===== config.mk =====
export PLATFORM = sky130hd
export DESIGN_NAME = taylor_sine_evaluator_flat
export DESIGN_NICKNAME = d
export VERILOG_FILES = /design/src/hdl/tse_pkg.sv /design/src/hdl/tse_req_if.sv /design/src/hdl/tse_rsp_if.sv /design/src/hdl/tse_sequencer.sv /design/src/hdl/tse_datapath.sv /design/src/hdl/taylor_sine_evaluator.sv /design/src/flat_wrapper.sv
export SDC_FILE = /design/constraint.sdc
export NUM_CORES = 2
export LEC_CHECK = 0
export BUFFER_PORTS_ARGS = -buffer_cell sky130_fd_sc_hd__clkbuf_2
export CORE_ASPECT_RATIO = 2
export CORE_MARGIN = 8
export CORE_UTILIZATION = 50
export CTS_BUF_LIST = sky130_fd_sc_hd__clkbuf_4 sky130_fd_sc_hd__clkbuf_8 sky130_fd_sc_hd__clkbuf_16
export CTS_CLUSTER_SIZE = 30
export DETAILED_ROUTE_END_ITERATION = 7
export PLACE_DENSITY = 0.72
export REMOVE_ABC_BUFFERS = 1
export SYNTH_ARGS = -nofsm -noshare
export SYNTH_HDL_FRONTEND = slang
export SYNTH_SLANG_ARGS = --single-unit

===== constraint.sdc =====
create_clock -name clock -period 13 [get_ports clock]
set_clock_uncertainty 0.2 [all_clocks]
set_input_delay 0.65 -clock clock [delete_from_list [all_inputs] [get_ports clock]]
set_output_delay 0.65 -clock clock [all_outputs]
set_load 0.01 [all_outputs]

===== src/hdl/tse_pkg.sv =====
// ----------------------------------------------------------------------------
// tse_pkg
// Shared types, constants and the microcode program of the sine evaluator.
// ----------------------------------------------------------------------------
`default_nettype none

package tse_pkg;

   // default configuration
   localparam int MAX_TERMS_DEF = 16;
   localparam int FRAC_BITS_DEF = 24;

   // fixed field widths
   localparam int ANGLE_W = 27;
   localparam int COUNT_W = 5;
   localparam int SINE_W  = 32;

   // integer headroom of the datapath words above the fraction bits
   localparam int HEAD_BITS = 9;

   // microcode program counter
   localparam int STEP_W = 4;
   typedef logic [STEP_W-1:0] step_type;

   // program steps
   localparam step_type STEP_MUL_XX   = 4'd0;
   localparam step_type STEP_WB_X2    = 4'd1;
   localparam step_type STEP_TEST     = 4'd2;
   localparam step_type STEP_MUL_X2   = 4'd3;
   localparam step_type STEP_WB_PART  = 4'd4;
   localparam step_type STEP_MUL_RCP  = 4'd5;
   localparam step_type STEP_WB_TERM  = 4'd6;
   localparam step_type STEP_ACC_LAST = 4'd7;
   localparam step_type STEP_OUT      = 4'd8;

   // multiplier operand sources
   typedef enum logic [1:0] {
      OPD_X,
      OPD_TERM,
      OPD_X2,
      OPD_RECIP
   } opd_sel_type;

   // writeback destinations
   typedef enum logic [1:0] {
      WB_NONE,
      WB_X2,
      WB_TERM
   } wb_dest_type;

   // jump conditions
   typedef enum logic [1:0] {
      JMP_NONE,
      JMP_IF_END,
      JMP_IF_MORE
   } jump_type;

   // one control word of the program
   typedef struct packed {
      logic        issue;
      opd_sel_type a_sel;
      opd_sel_type b_sel;
      wb_dest_type wb_dest;
      logic        wb_negate;
      logic        acc;
      logic        cnt_inc;
      jump_type    jump;
      step_type    target;
      logic        done;
   } ctrl_word_type;

   // datapath status seen by the sequencer
   typedef struct packed {
      logic loop_end;
   } dp_status_type;

   localparam ctrl_word_type NOP_WORD = '{
      issue:     1'b0,
      a_sel:     OPD_X,
      b_sel:     OPD_X,
      wb_dest:   WB_NONE,
      wb_negate: 1'b0,
      acc:       1'b0,
      cnt_inc:   1'b0,
      jump:      JMP_NONE,
      target:    STEP_MUL_XX,
      done:      1'b0
   };

   // microcode rom
   function automatic ctrl_word_type microcode(input step_type step);
      ctrl_word_type w;
      w = NOP_WORD;
      unique case (step)
         STEP_MUL_XX: begin
            w.issue = 1'b1;
            w.a_sel = OPD_X;
            w.b_sel = OPD_X;
         end
         STEP_WB_X2: begin
            w.wb_dest = WB_X2;
         end
         STEP_TEST: begin
            w.jump   = JMP_IF_END;
            w.target = STEP_ACC_LAST;
         end
         STEP_MUL_X2: begin
            w.issue   = 1'b1;
            w.a_sel   = OPD_TERM;
            w.b_sel   = OPD_X2;
            w.acc     = 1'b1;
            w.cnt_inc = 1'b1;
         end
         STEP_WB_PART: begin
            w.wb_dest = WB_TERM;
         end
         STEP_MUL_RCP: begin
            w.issue = 1'b1;
            w.a_sel = OPD_TERM;
            w.b_sel = OPD_RECIP;
         end
         STEP_WB_TERM: begin
            w.wb_dest   = WB_TERM;
            w.wb_negate = 1'b1;
            w.jump      = JMP_IF_MORE;
            w.target    = STEP_MUL_X2;
         end
         STEP_ACC_LAST: begin
            w.acc = 1'b1;
         end
         STEP_OUT: begin
            w.done = 1'b1;
         end
         default: begin
            w = NOP_WORD;
         end
      endcase
      return w;
   endfunction

endpackage

`default_nettype wire


===== src/hdl/tse_req_if.sv =====
// ----------------------------------------------------------------------------
// tse_req_if
// Request channel: angle and term count with valid/ready.
// ----------------------------------------------------------------------------
`default_nettype none

interface tse_req_if;
   logic                               valid;
   logic                               ready;
   logic signed [tse_pkg::ANGLE_W-1:0] angle;
   logic [tse_pkg::COUNT_W-1:0]        term_count;

   modport source (output valid, output angle, output term_count, input ready);
   modport sink (input valid, input angle, input term_count, output ready);
endinterface

`default_nettype wire


===== src/hdl/tse_rsp_if.sv =====
// ----------------------------------------------------------------------------
// tse_rsp_if
// Response channel: saturated sine value with valid/ready.
// ----------------------------------------------------------------------------
`default_nettype none

interface tse_rsp_if;
   logic                              valid;
   logic                              ready;
   logic signed [tse_pkg::SINE_W-1:0] sine_value;

   modport source (output valid, output sine_value, input ready);
   modport sink (input valid, input sine_value, output ready);
endinterface

`default_nettype wire


===== src/hdl/tse_sequencer.sv =====
// ----------------------------------------------------------------------------
// tse_sequencer
// Step counter over the microcode rom, conditional jumps and handshakes.
// ----------------------------------------------------------------------------
`default_nettype none

module tse_sequencer (
   input  wire logic                   clock,
   input  wire logic                   reset,
   input  wire logic                   req_valid,
   output logic                        req_ready,
   output logic                        rsp_valid,
   input  wire logic                   rsp_ready,
   input  wire tse_pkg::dp_status_type status,
   output logic                        start,
   output tse_pkg::ctrl_word_type      ctrl
);

   logic                   busy_ff, busy_in;
   logic                   rsp_valid_ff, rsp_valid_in;
   tse_pkg::step_type      step_ff, step_in;
   tse_pkg::ctrl_word_type word;
   logic                   stall;
   logic                   active;
   logic                   taken;

   // fetch the control word of the current step
   assign word   = tse_pkg::microcode(step_ff);
   assign stall  = word.done && rsp_valid_ff && !rsp_ready;
   assign active = busy_ff && !stall;
   assign ctrl   = active ? word : tse_pkg::NOP_WORD;

   assign req_ready = !busy_ff;
   assign start     = req_valid && !busy_ff;
   assign rsp_valid = rsp_valid_ff;

   // jump decision
   always_comb begin
      unique case (word.jump)
         tse_pkg::JMP_IF_END:  taken = status.loop_end;
         tse_pkg::JMP_IF_MORE: taken = !status.loop_end;
         default:              taken = 1'b0;
      endcase
   end

   // next step, busy and result valid
   always_comb begin
      step_in      = step_ff;
      busy_in      = busy_ff;
      rsp_valid_in = rsp_valid_ff;
      if (rsp_valid_ff && rsp_ready) begin
         rsp_valid_in = 1'b0;
      end
      if (start) begin
         busy_in = 1'b1;
         step_in = tse_pkg::STEP_MUL_XX;
      end else if (active) begin
         if (word.done) begin
            busy_in      = 1'b0;
            rsp_valid_in = 1'b1;
         end else if (taken) begin
            step_in = word.target;
         end else begin
            step_in = step_ff + tse_pkg::step_type'(1);
         end
      end
   end

   always_ff @(posedge clock) begin
      if (reset) begin
         busy_ff      <= 1'b0;
         rsp_valid_ff <= 1'b0;
         step_ff      <= tse_pkg::STEP_MUL_XX;
      end else begin
         busy_ff      <= busy_in;
         rsp_valid_ff <= rsp_valid_in;
         step_ff      <= step_in;
      end
   end

endmodule

`default_nettype wire


===== src/hdl/tse_datapath.sv =====
// ----------------------------------------------------------------------------
// tse_datapath
// Operand registers, shared multiplier with rounding writeback, accumulator.
// ----------------------------------------------------------------------------
`default_nettype none

module tse_datapath #(
   parameter int MAX_TERMS = tse_pkg::MAX_TERMS_DEF,
   parameter int FRAC_BITS = tse_pkg::FRAC_BITS_DEF
) (
   input  wire logic                               clock,
   input  wire logic                               start,
   input  wire logic signed [tse_pkg::ANGLE_W-1:0] angle,
   input  wire logic [tse_pkg::COUNT_W-1:0]        term_count,
   input  wire tse_pkg::ctrl_word_type             ctrl,
   output tse_pkg::dp_status_type                  status,
   output logic signed [tse_pkg::SINE_W-1:0]       sine_value
);

   localparam int DW_FRAC = FRAC_BITS + tse_pkg::HEAD_BITS;
   localparam int DW      = (DW_FRAC > tse_pkg::ANGLE_W) ? DW_FRAC : tse_pkg::ANGLE_W + 1;
   localparam int SW      = DW + 1;
   localparam int CMPW    = (SW > tse_pkg::SINE_W) ? SW : tse_pkg::SINE_W + 1;
   localparam int CW      = $clog2(MAX_TERMS + 1);
   localparam int TAB_N   = 1 << CW;
   localparam int NCMP_W  = (CW > tse_pkg::COUNT_W) ? CW + 1 : tse_pkg::COUNT_W + 1;
   localparam logic [2*DW-1:0] HALF = (2*DW)'(1) << (FRAC_BITS - 1);
   localparam logic signed [CMPW-1:0] SAT_HI = CMPW'(64'sd2147483647);
   localparam logic signed [CMPW-1:0] SAT_LO = -CMPW'(64'sd2147483648);

   logic signed [DW-1:0]     x_ff, x_in;
   logic signed [DW-1:0]     x2_ff, x2_in;
   logic signed [DW-1:0]     term_ff, term_in;
   logic signed [SW-1:0]     sum_ff, sum_in;
   logic [CW-1:0]            cnt_ff, cnt_in;
   logic [CW-1:0]            n_ff, n_in;
   logic [2*DW-1:0]          prod_ff, prod_in;
   logic                     prod_neg_ff, prod_neg_in;
   logic signed [tse_pkg::SINE_W-1:0] sine_value_ff, sine_value_in;

   logic [DW-1:0]            recip_tab [TAB_N];
   logic signed [DW-1:0]     a_op, b_op;
   logic [DW-1:0]            mag_a, mag_b;
   logic [2*DW-1:0]          prod_rnd;
   logic [DW-1:0]            rounded;
   logic signed [DW-1:0]     wb_val;
   logic signed [DW-1:0]     angle_ext;
   logic signed [CMPW-1:0]   sum_ext;

   // reciprocal table of 1/((2j)(2j+1)), rounded half up
   for (genvar j = 0; j < TAB_N; j++) begin : g_recip
      localparam longint unsigned D   = 64'(4 * j * j + 2 * j);
      localparam longint unsigned ONE = 64'd1 << FRAC_BITS;
      localparam longint unsigned R   =
         (j >= 1 && j <= MAX_TERMS) ? (ONE + D / 2) / D : 64'd0;
      assign recip_tab[j] = DW'(R);
   end

   assign angle_ext = DW'(angle);

   // operand selection
   always_comb begin
      case (ctrl.a_sel)
         tse_pkg::OPD_TERM: a_op = term_ff;
         default:           a_op = x_ff;
      endcase
      case (ctrl.b_sel)
         tse_pkg::OPD_X2:    b_op = x2_ff;
         tse_pkg::OPD_RECIP: b_op = signed'(recip_tab[cnt_ff]);
         default:            b_op = x_ff;
      endcase
   end

   // sign-magnitude product
   assign mag_a = a_op[DW-1] ? unsigned'(-a_op) : unsigned'(a_op);
   assign mag_b = b_op[DW-1] ? unsigned'(-b_op) : unsigned'(b_op);

   // round half away from zero, then apply sign
   assign prod_rnd = prod_ff + HALF;
   assign rounded  = prod_rnd[FRAC_BITS +: DW];
   assign wb_val   = (prod_neg_ff ^ ctrl.wb_negate) ? -signed'(rounded) : signed'(rounded);

   // output saturation
   assign sum_ext = CMPW'(sum_ff);

   always_comb begin
      x_in          = x_ff;
      x2_in         = x2_ff;
      term_in       = term_ff;
      sum_in        = sum_ff;
      cnt_in        = cnt_ff;
      n_in          = n_ff;
      prod_in       = prod_ff;
      prod_neg_in   = prod_neg_ff;
      sine_value_in = sine_value_ff;
      if (start) begin
         x_in    = angle_ext;
         term_in = angle_ext;
         sum_in  = '0;
         cnt_in  = '0;
         if (NCMP_W'(term_count) > NCMP_W'(MAX_TERMS)) begin
            n_in = CW'(MAX_TERMS);
         end else begin
            n_in = CW'(term_count);
         end
      end else begin
         if (ctrl.issue) begin
            prod_in     = (2*DW)'(mag_a) * (2*DW)'(mag_b);
            prod_neg_in = a_op[DW-1] ^ b_op[DW-1];
         end
         case (ctrl.wb_dest)
            tse_pkg::WB_X2:   x2_in   = wb_val;
            tse_pkg::WB_TERM: term_in = wb_val;
            default:          ;
         endcase
         if (ctrl.acc) begin
            sum_in = sum_ff + SW'(term_ff);
         end
         if (ctrl.cnt_inc) begin
            cnt_in = cnt_ff + CW'(1);
         end
         if (ctrl.done) begin
            if (sum_ext > SAT_HI) begin
               sine_value_in = tse_pkg::SINE_W'(SAT_HI);
            end else if (sum_ext < SAT_LO) begin
               sine_value_in = tse_pkg::SINE_W'(SAT_LO);
            end else begin
               sine_value_in = tse_pkg::SINE_W'(sum_ext);
            end
         end
      end
   end

   always_ff @(posedge clock) begin
      x_ff          <= x_in;
      x2_ff         <= x2_in;
      term_ff       <= term_in;
      sum_ff        <= sum_in;
      cnt_ff        <= cnt_in;
      n_ff          <= n_in;
      prod_ff       <= prod_in;
      prod_neg_ff   <= prod_neg_in;
      sine_value_ff <= sine_value_in;
   end

   assign status.loop_end = (cnt_ff == n_ff);
   assign sine_value      = sine_value_ff;

endmodule

`default_nettype wire


===== src/hdl/taylor_sine_evaluator.sv =====
// ----------------------------------------------------------------------------
// taylor_sine_evaluator
// Truncated Maclaurin sine series in signed fixed point.
// ----------------------------------------------------------------------------
// Each request carries an angle x (27 bits, FRAC_BITS fraction bits) and a
// term count n, clamped to MAX_TERMS; the response is x plus n alternating
// series terms, saturated to 32 bits. One request is worked on at a time:
// a small microcode program drives a single shared multiplier, whose product
// is registered and written back rounded in the following step; each term
// takes two multiply/writeback pairs. The next request is taken while the
// previous response waits in its output register.
`default_nettype none

module taylor_sine_evaluator #(
   parameter int MAX_TERMS = tse_pkg::MAX_TERMS_DEF,
   parameter int FRAC_BITS = tse_pkg::FRAC_BITS_DEF
) (
   input  wire logic clock,
   input  wire logic reset,
   tse_req_if.sink   req,
   tse_rsp_if.source rsp
);

   logic                   start;
   tse_pkg::ctrl_word_type ctrl;
   tse_pkg::dp_status_type status;

   // program sequencer
   tse_sequencer u_seq (
      .clock     (clock),
      .reset     (reset),
      .req_valid (req.valid),
      .req_ready (req.ready),
      .rsp_valid (rsp.valid),
      .rsp_ready (rsp.ready),
      .status    (status),
      .start     (start),
      .ctrl      (ctrl)
   );

   // arithmetic datapath
   tse_datapath #(
      .MAX_TERMS (MAX_TERMS),
      .FRAC_BITS (FRAC_BITS)
   ) u_dp (
      .clock      (clock),
      .start      (start),
      .angle      (req.angle),
      .term_count (req.term_count),
      .ctrl       (ctrl),
      .status     (status),
      .sine_value (rsp.sine_value)
   );

endmodule

`default_nettype wire

===== src/flat_wrapper.sv =====
// flat-port wrapper written by rule: the top's interface ports become plain ports
module taylor_sine_evaluator_flat 
#(
   parameter int MAX_TERMS = tse_pkg::MAX_TERMS_DEF,
   parameter int FRAC_BITS = tse_pkg::FRAC_BITS_DEF
)
  (clock, reset, req_valid, req_angle, req_term_count, req_ready, rsp_valid, rsp_sine_value, rsp_ready);
  tse_req_if req_i ();
  tse_rsp_if rsp_i ();
  input  wire logic clock;
  input  wire logic reset;
  input wire logic [$bits(req_i.valid)-1:0] req_valid;
  input wire logic [$bits(req_i.angle)-1:0] req_angle;
  input wire logic [$bits(req_i.term_count)-1:0] req_term_count;
  output wire logic [$bits(req_i.ready)-1:0] req_ready;
  output wire logic [$bits(rsp_i.valid)-1:0] rsp_valid;
  output wire logic [$bits(rsp_i.sine_value)-1:0] rsp_sine_value;
  input wire logic [$bits(rsp_i.ready)-1:0] rsp_ready;
  assign req_i.valid = req_valid;
  assign req_i.angle = req_angle;
  assign req_i.term_count = req_term_count;
  assign req_ready = req_i.ready;
  assign rsp_valid = rsp_i.valid;
  assign rsp_sine_value = rsp_i.sine_value;
  assign rsp_i.ready = rsp_ready;
  taylor_sine_evaluator #(.MAX_TERMS(MAX_TERMS), .FRAC_BITS(FRAC_BITS)) u_core (.clock(clock), .reset(reset), .req(req_i), .rsp(rsp_i));
endmodule

==> flow_summary_export.csv <==
group,metric,value,unit
floorplan,ioPinCount,70,
worst_setup_path,arrival,12.54,ns
yosys,synth_flop_cell,"edfxtp_1",
detailed_routing,drt-pass1-iter-count,6,
grt,grt_pass1_vias,39308,
clock_tree,clk_pin_slew,0.07,ns
floorplan,start_util,50.1,%
grt,met1_usage,35.3,%
clock_tree,cts-resized-gates,0,
detailed_routing,route.detailed.wl_per_inst,24.4,um
floorplan,core-area,90000,um^2
timing,tightest_slew,1.26,ns
detailed_routing,remaining_drc_errors,0,
grt,grt_pass1_wl,235,mm
status,status,"finished clean",
worst_setup_path,cpMostUsedCell,"fa_1",
grt,grt_util_met3,4.65,%
yosys,synth_common_cells,"inv_1, fa_1, nand2_1, nor2_1, ha_1",
grt,gr-total-overflow,0,
worst_setup_path,crit_buf_inv,7,
placement,io_buffers,69,
finish,num-fill-cells,8063,
yosys,synth_seq_cells,210,
clock_tree,cts.sinks,210,
finish,syn2layout_area_growth,7.33,%
finish,final_area,48400,um^2
detailed_routing,vias_per_cell,5.79,
yosys,yosysMostFrequentCell,"inv_1",
yosys,synth_edf_count,165,
detailed_routing,num_vias,36560,
timing,timing.fmax,80.2,MHz
yosys,synth-seq-area-share,13.0,%
timing,fin_hold_ws,0.126,ns
yosys,yosys.area.top_type_share,41.0,%
timing,fin_crit,12.47,ns
job,drv_cap,0,
yosys,syn_inst,5070,
grt,grt_most_used_layer,"met2",
clock_tree,numCtsBuffers,21,
clock_tree,clock_path_buffers,3,
placement,placedCellCount,6271,
worst_setup_path,slowest_delay,0.95,ns
placement,hpwlAfterDp,128,mm
worst_setup_path,cp_top_family,"adder cells",
yosys,yosys_warnings,0,
yosys,avgSynthCellArea,8.89,um^2
detailed_routing,drt-total-wl,154,mm
grt,antenna_found_initial,0,
worst_setup_path,cp_num_cells,36,
timing,period_share,95.9,%
timing,max-slew-margin-rel,15.5,%
floorplan,die_width,228,um
worst_setup_path,end_kind,"register",
timing,setup_slack,0.533,ns
placement,placed_area,47800,um^2
detailed_routing,first_iter_violations,3313,
timing,finalSetupViolations,0,
clock_tree,cts-root-buf,"clkbuf_16",
clock_tree,cts_tree,"yes",
grt,grt_start_max_net_pins,54,
worst_setup_path,worstPathMaxFanout,7,
worst_setup_path,required,13.07,ns
floorplan,die_area,101000,um^2
worst_setup_path,ff2ff_path_depth,36,
clock_tree,cts_setup_buffers,0,
floorplan,num_rows,156,
grt,grtUsageMet2,51.4,%
hold_path,min_path_type,"in -> reg",
worst_setup_path,critPathLaunchType,"register",
yosys,netlist_area,45100,um^2
yosys,yosysUniqueCellTypes,92,
floorplan,die_h,441,um
clock_tree,clkLatencyLatePin,0.53,ns
detailed_routing,ant_nets,0,
finish,nNetsFinal,6323,
clock_tree,cts_max_level,1,
worst_setup_path,path_class,"reg -> reg",
timing,slew_violations,0,
hold_path,holdPathStages,1,
grt,grt_usage,30.9,%
yosys,async_flop_share,0,%
worst_setup_path,slowest_stage,"xor2_1",
clock_tree,cts_hold_buf,0,
timing,timing.final.hold_violations,0,
yosys,synth_area_leader_cell,"fa_1",
yosys,ys_top_cells_by_area,"fa_1, edfxtp_1, inv_1, ha_1, nand2_1",
worst_setup_path,rrSetupSlack,0.53,ns
placement,post-place-ws,0.596,ns
finish,final_cells,6310,
placement,place_congestion,1.02,
timing,rsz0062_at_grt,"false",
finish,drive_above_1_share,7.57,%
==> placed cells by master (no fill, tap or decap), types with 6 or more instances in the layout <==
cell type,n
mux2_2,8
dfxtp_1,45
a22oi_1,7
nand2_1,821
or2_2,8
a221o_1,11
and3_1,17
a31oi_1,12
nor4_1,15
or3_1,12
a21boi_0,7
mux2i_1,29
o31ai_1,20
and2_1,41
xor2_2,12
nor2b_1,26
o21a_1,12
a211oi_1,10
xor2_1,85
inv_1,944
a41oi_1,6
nor2_1,622
buf_4,182
clkbuf_16,21
xnor2_2,31
o21ai_0,68
edfxtp_1,165
o21bai_1,7
fa_1,924
clkbuf_2,69
nand4_1,26
nand2b_1,39
xnor2_1,119
nor3_1,52
ha_1,254
o21ai_1,6
a21oi_1,142
nand3_1,43
nor3b_1,8
a21o_1,58
==> worst reg2reg max path, delay by kind of cell, from the launching register on <==
kind / cells / cell delay, ns
XOR/XNOR: 2 / 1.28
flip-flops: 1 / 0.60
AND/OR/NAND/NOR: 7 / 2.30
buffers and inverters: 7 / 0.90
adder cells (fa/ha/maj): 9 / 4.52
AO/OA/AOI/OAI: 11 / 2.40
==> area by class of cell <==
cell class	instances	area, um^2	area share, %
clock inverter	13	73.8	0.153
inverter	946	3550	7.34
timing repair buffer	252	1730	3.58
sequential	210	5860	12.1
clock buffer	25	556	1.15
antenna	1	2.50	0.00517
tap	1185	1480	3.06
multi-input combinational	3678	35100	72.6
==> flip-flops by register name (all words and copies together), names as in the netlist <==
| name | flops |
|---|---|
| u_core.u_seq.busy_ff | 1 |
| u_core.u_seq.rsp_valid | 1 |
| u_core.u_dp.prod_neg_ff | 1 |
| u_core.u_dp.x_ff | 27 |
| u_core.u_dp.cnt_ff | 5 |
| u_core.u_dp.term_ff | 33 |
| u_core.u_dp.x2_ff | 33 |
| u_core.u_seq.step_ff | 4 |
| u_core.u_dp.prod_ff | 34 |
| u_core.u_dp.sine_value | 32 |
| u_core.u_dp.sum_ext | 34 |
| u_core.u_dp.n_ff | 5 |
==> routing by layer <==
metal / vias to the layer above / part of all wire [%]
li1: 15549 / -
met1: 18384 / 34
met2: 1974 / 47
met3: 653 / 8.1
met4: 0 / 10
met5: - / 0
==> stage by stage <==
stage | TNS [ns] | util (%)
5_1_grt | 0 | 53.8
6_report | 0 | 53.8
4_1_cts | 0 | 53.8
3_5_place_dp | 0 | 53.1
3_3_place_gp | 0 | 53.1
2_1_floorplan | -15.49 | -
==> cells by family (layout without fill, tap and decap cells) <==
kind of cell,count (synthesis),after routing,share of synthesized area [%]
AO/OA/AOI/OAI,439,439,6.40
XOR/XNOR,250,250,4.96
adder cells (fa/ha/maj),1178,1178,48.1
buffers and inverters,1182,1236,9.96
flip-flops,210,210,13.0
multiplexers,43,43,1.08
other,0,1,0
AND/OR/NAND/NOR,1768,1768,16.5
==> final timing paths <==
path | startpoint | endpoint
max reg2reg | u_core.u_dp.term_ff[3]$_DFFE_PP_ | u_core.u_dp.prod_ff[56]$_DFFE_PP_
min reg2reg | u_core.u_dp.sum_ext[8]$_SDFFE_PP0P_ | u_core.u_dp.sum_ext[8]$_SDFFE_PP0P_
min | req_angle[0] | u_core.u_dp.x_ff[0]$_DFFE_PP_
max | u_core.u_dp.term_ff[3]$_DFFE_PP_ | u_core.u_dp.prod_ff[56]$_DFFE_PP_
Power is not shown: default switching activity piles up to over one toggle a cycle in this logic, so the estimate is an artifact.
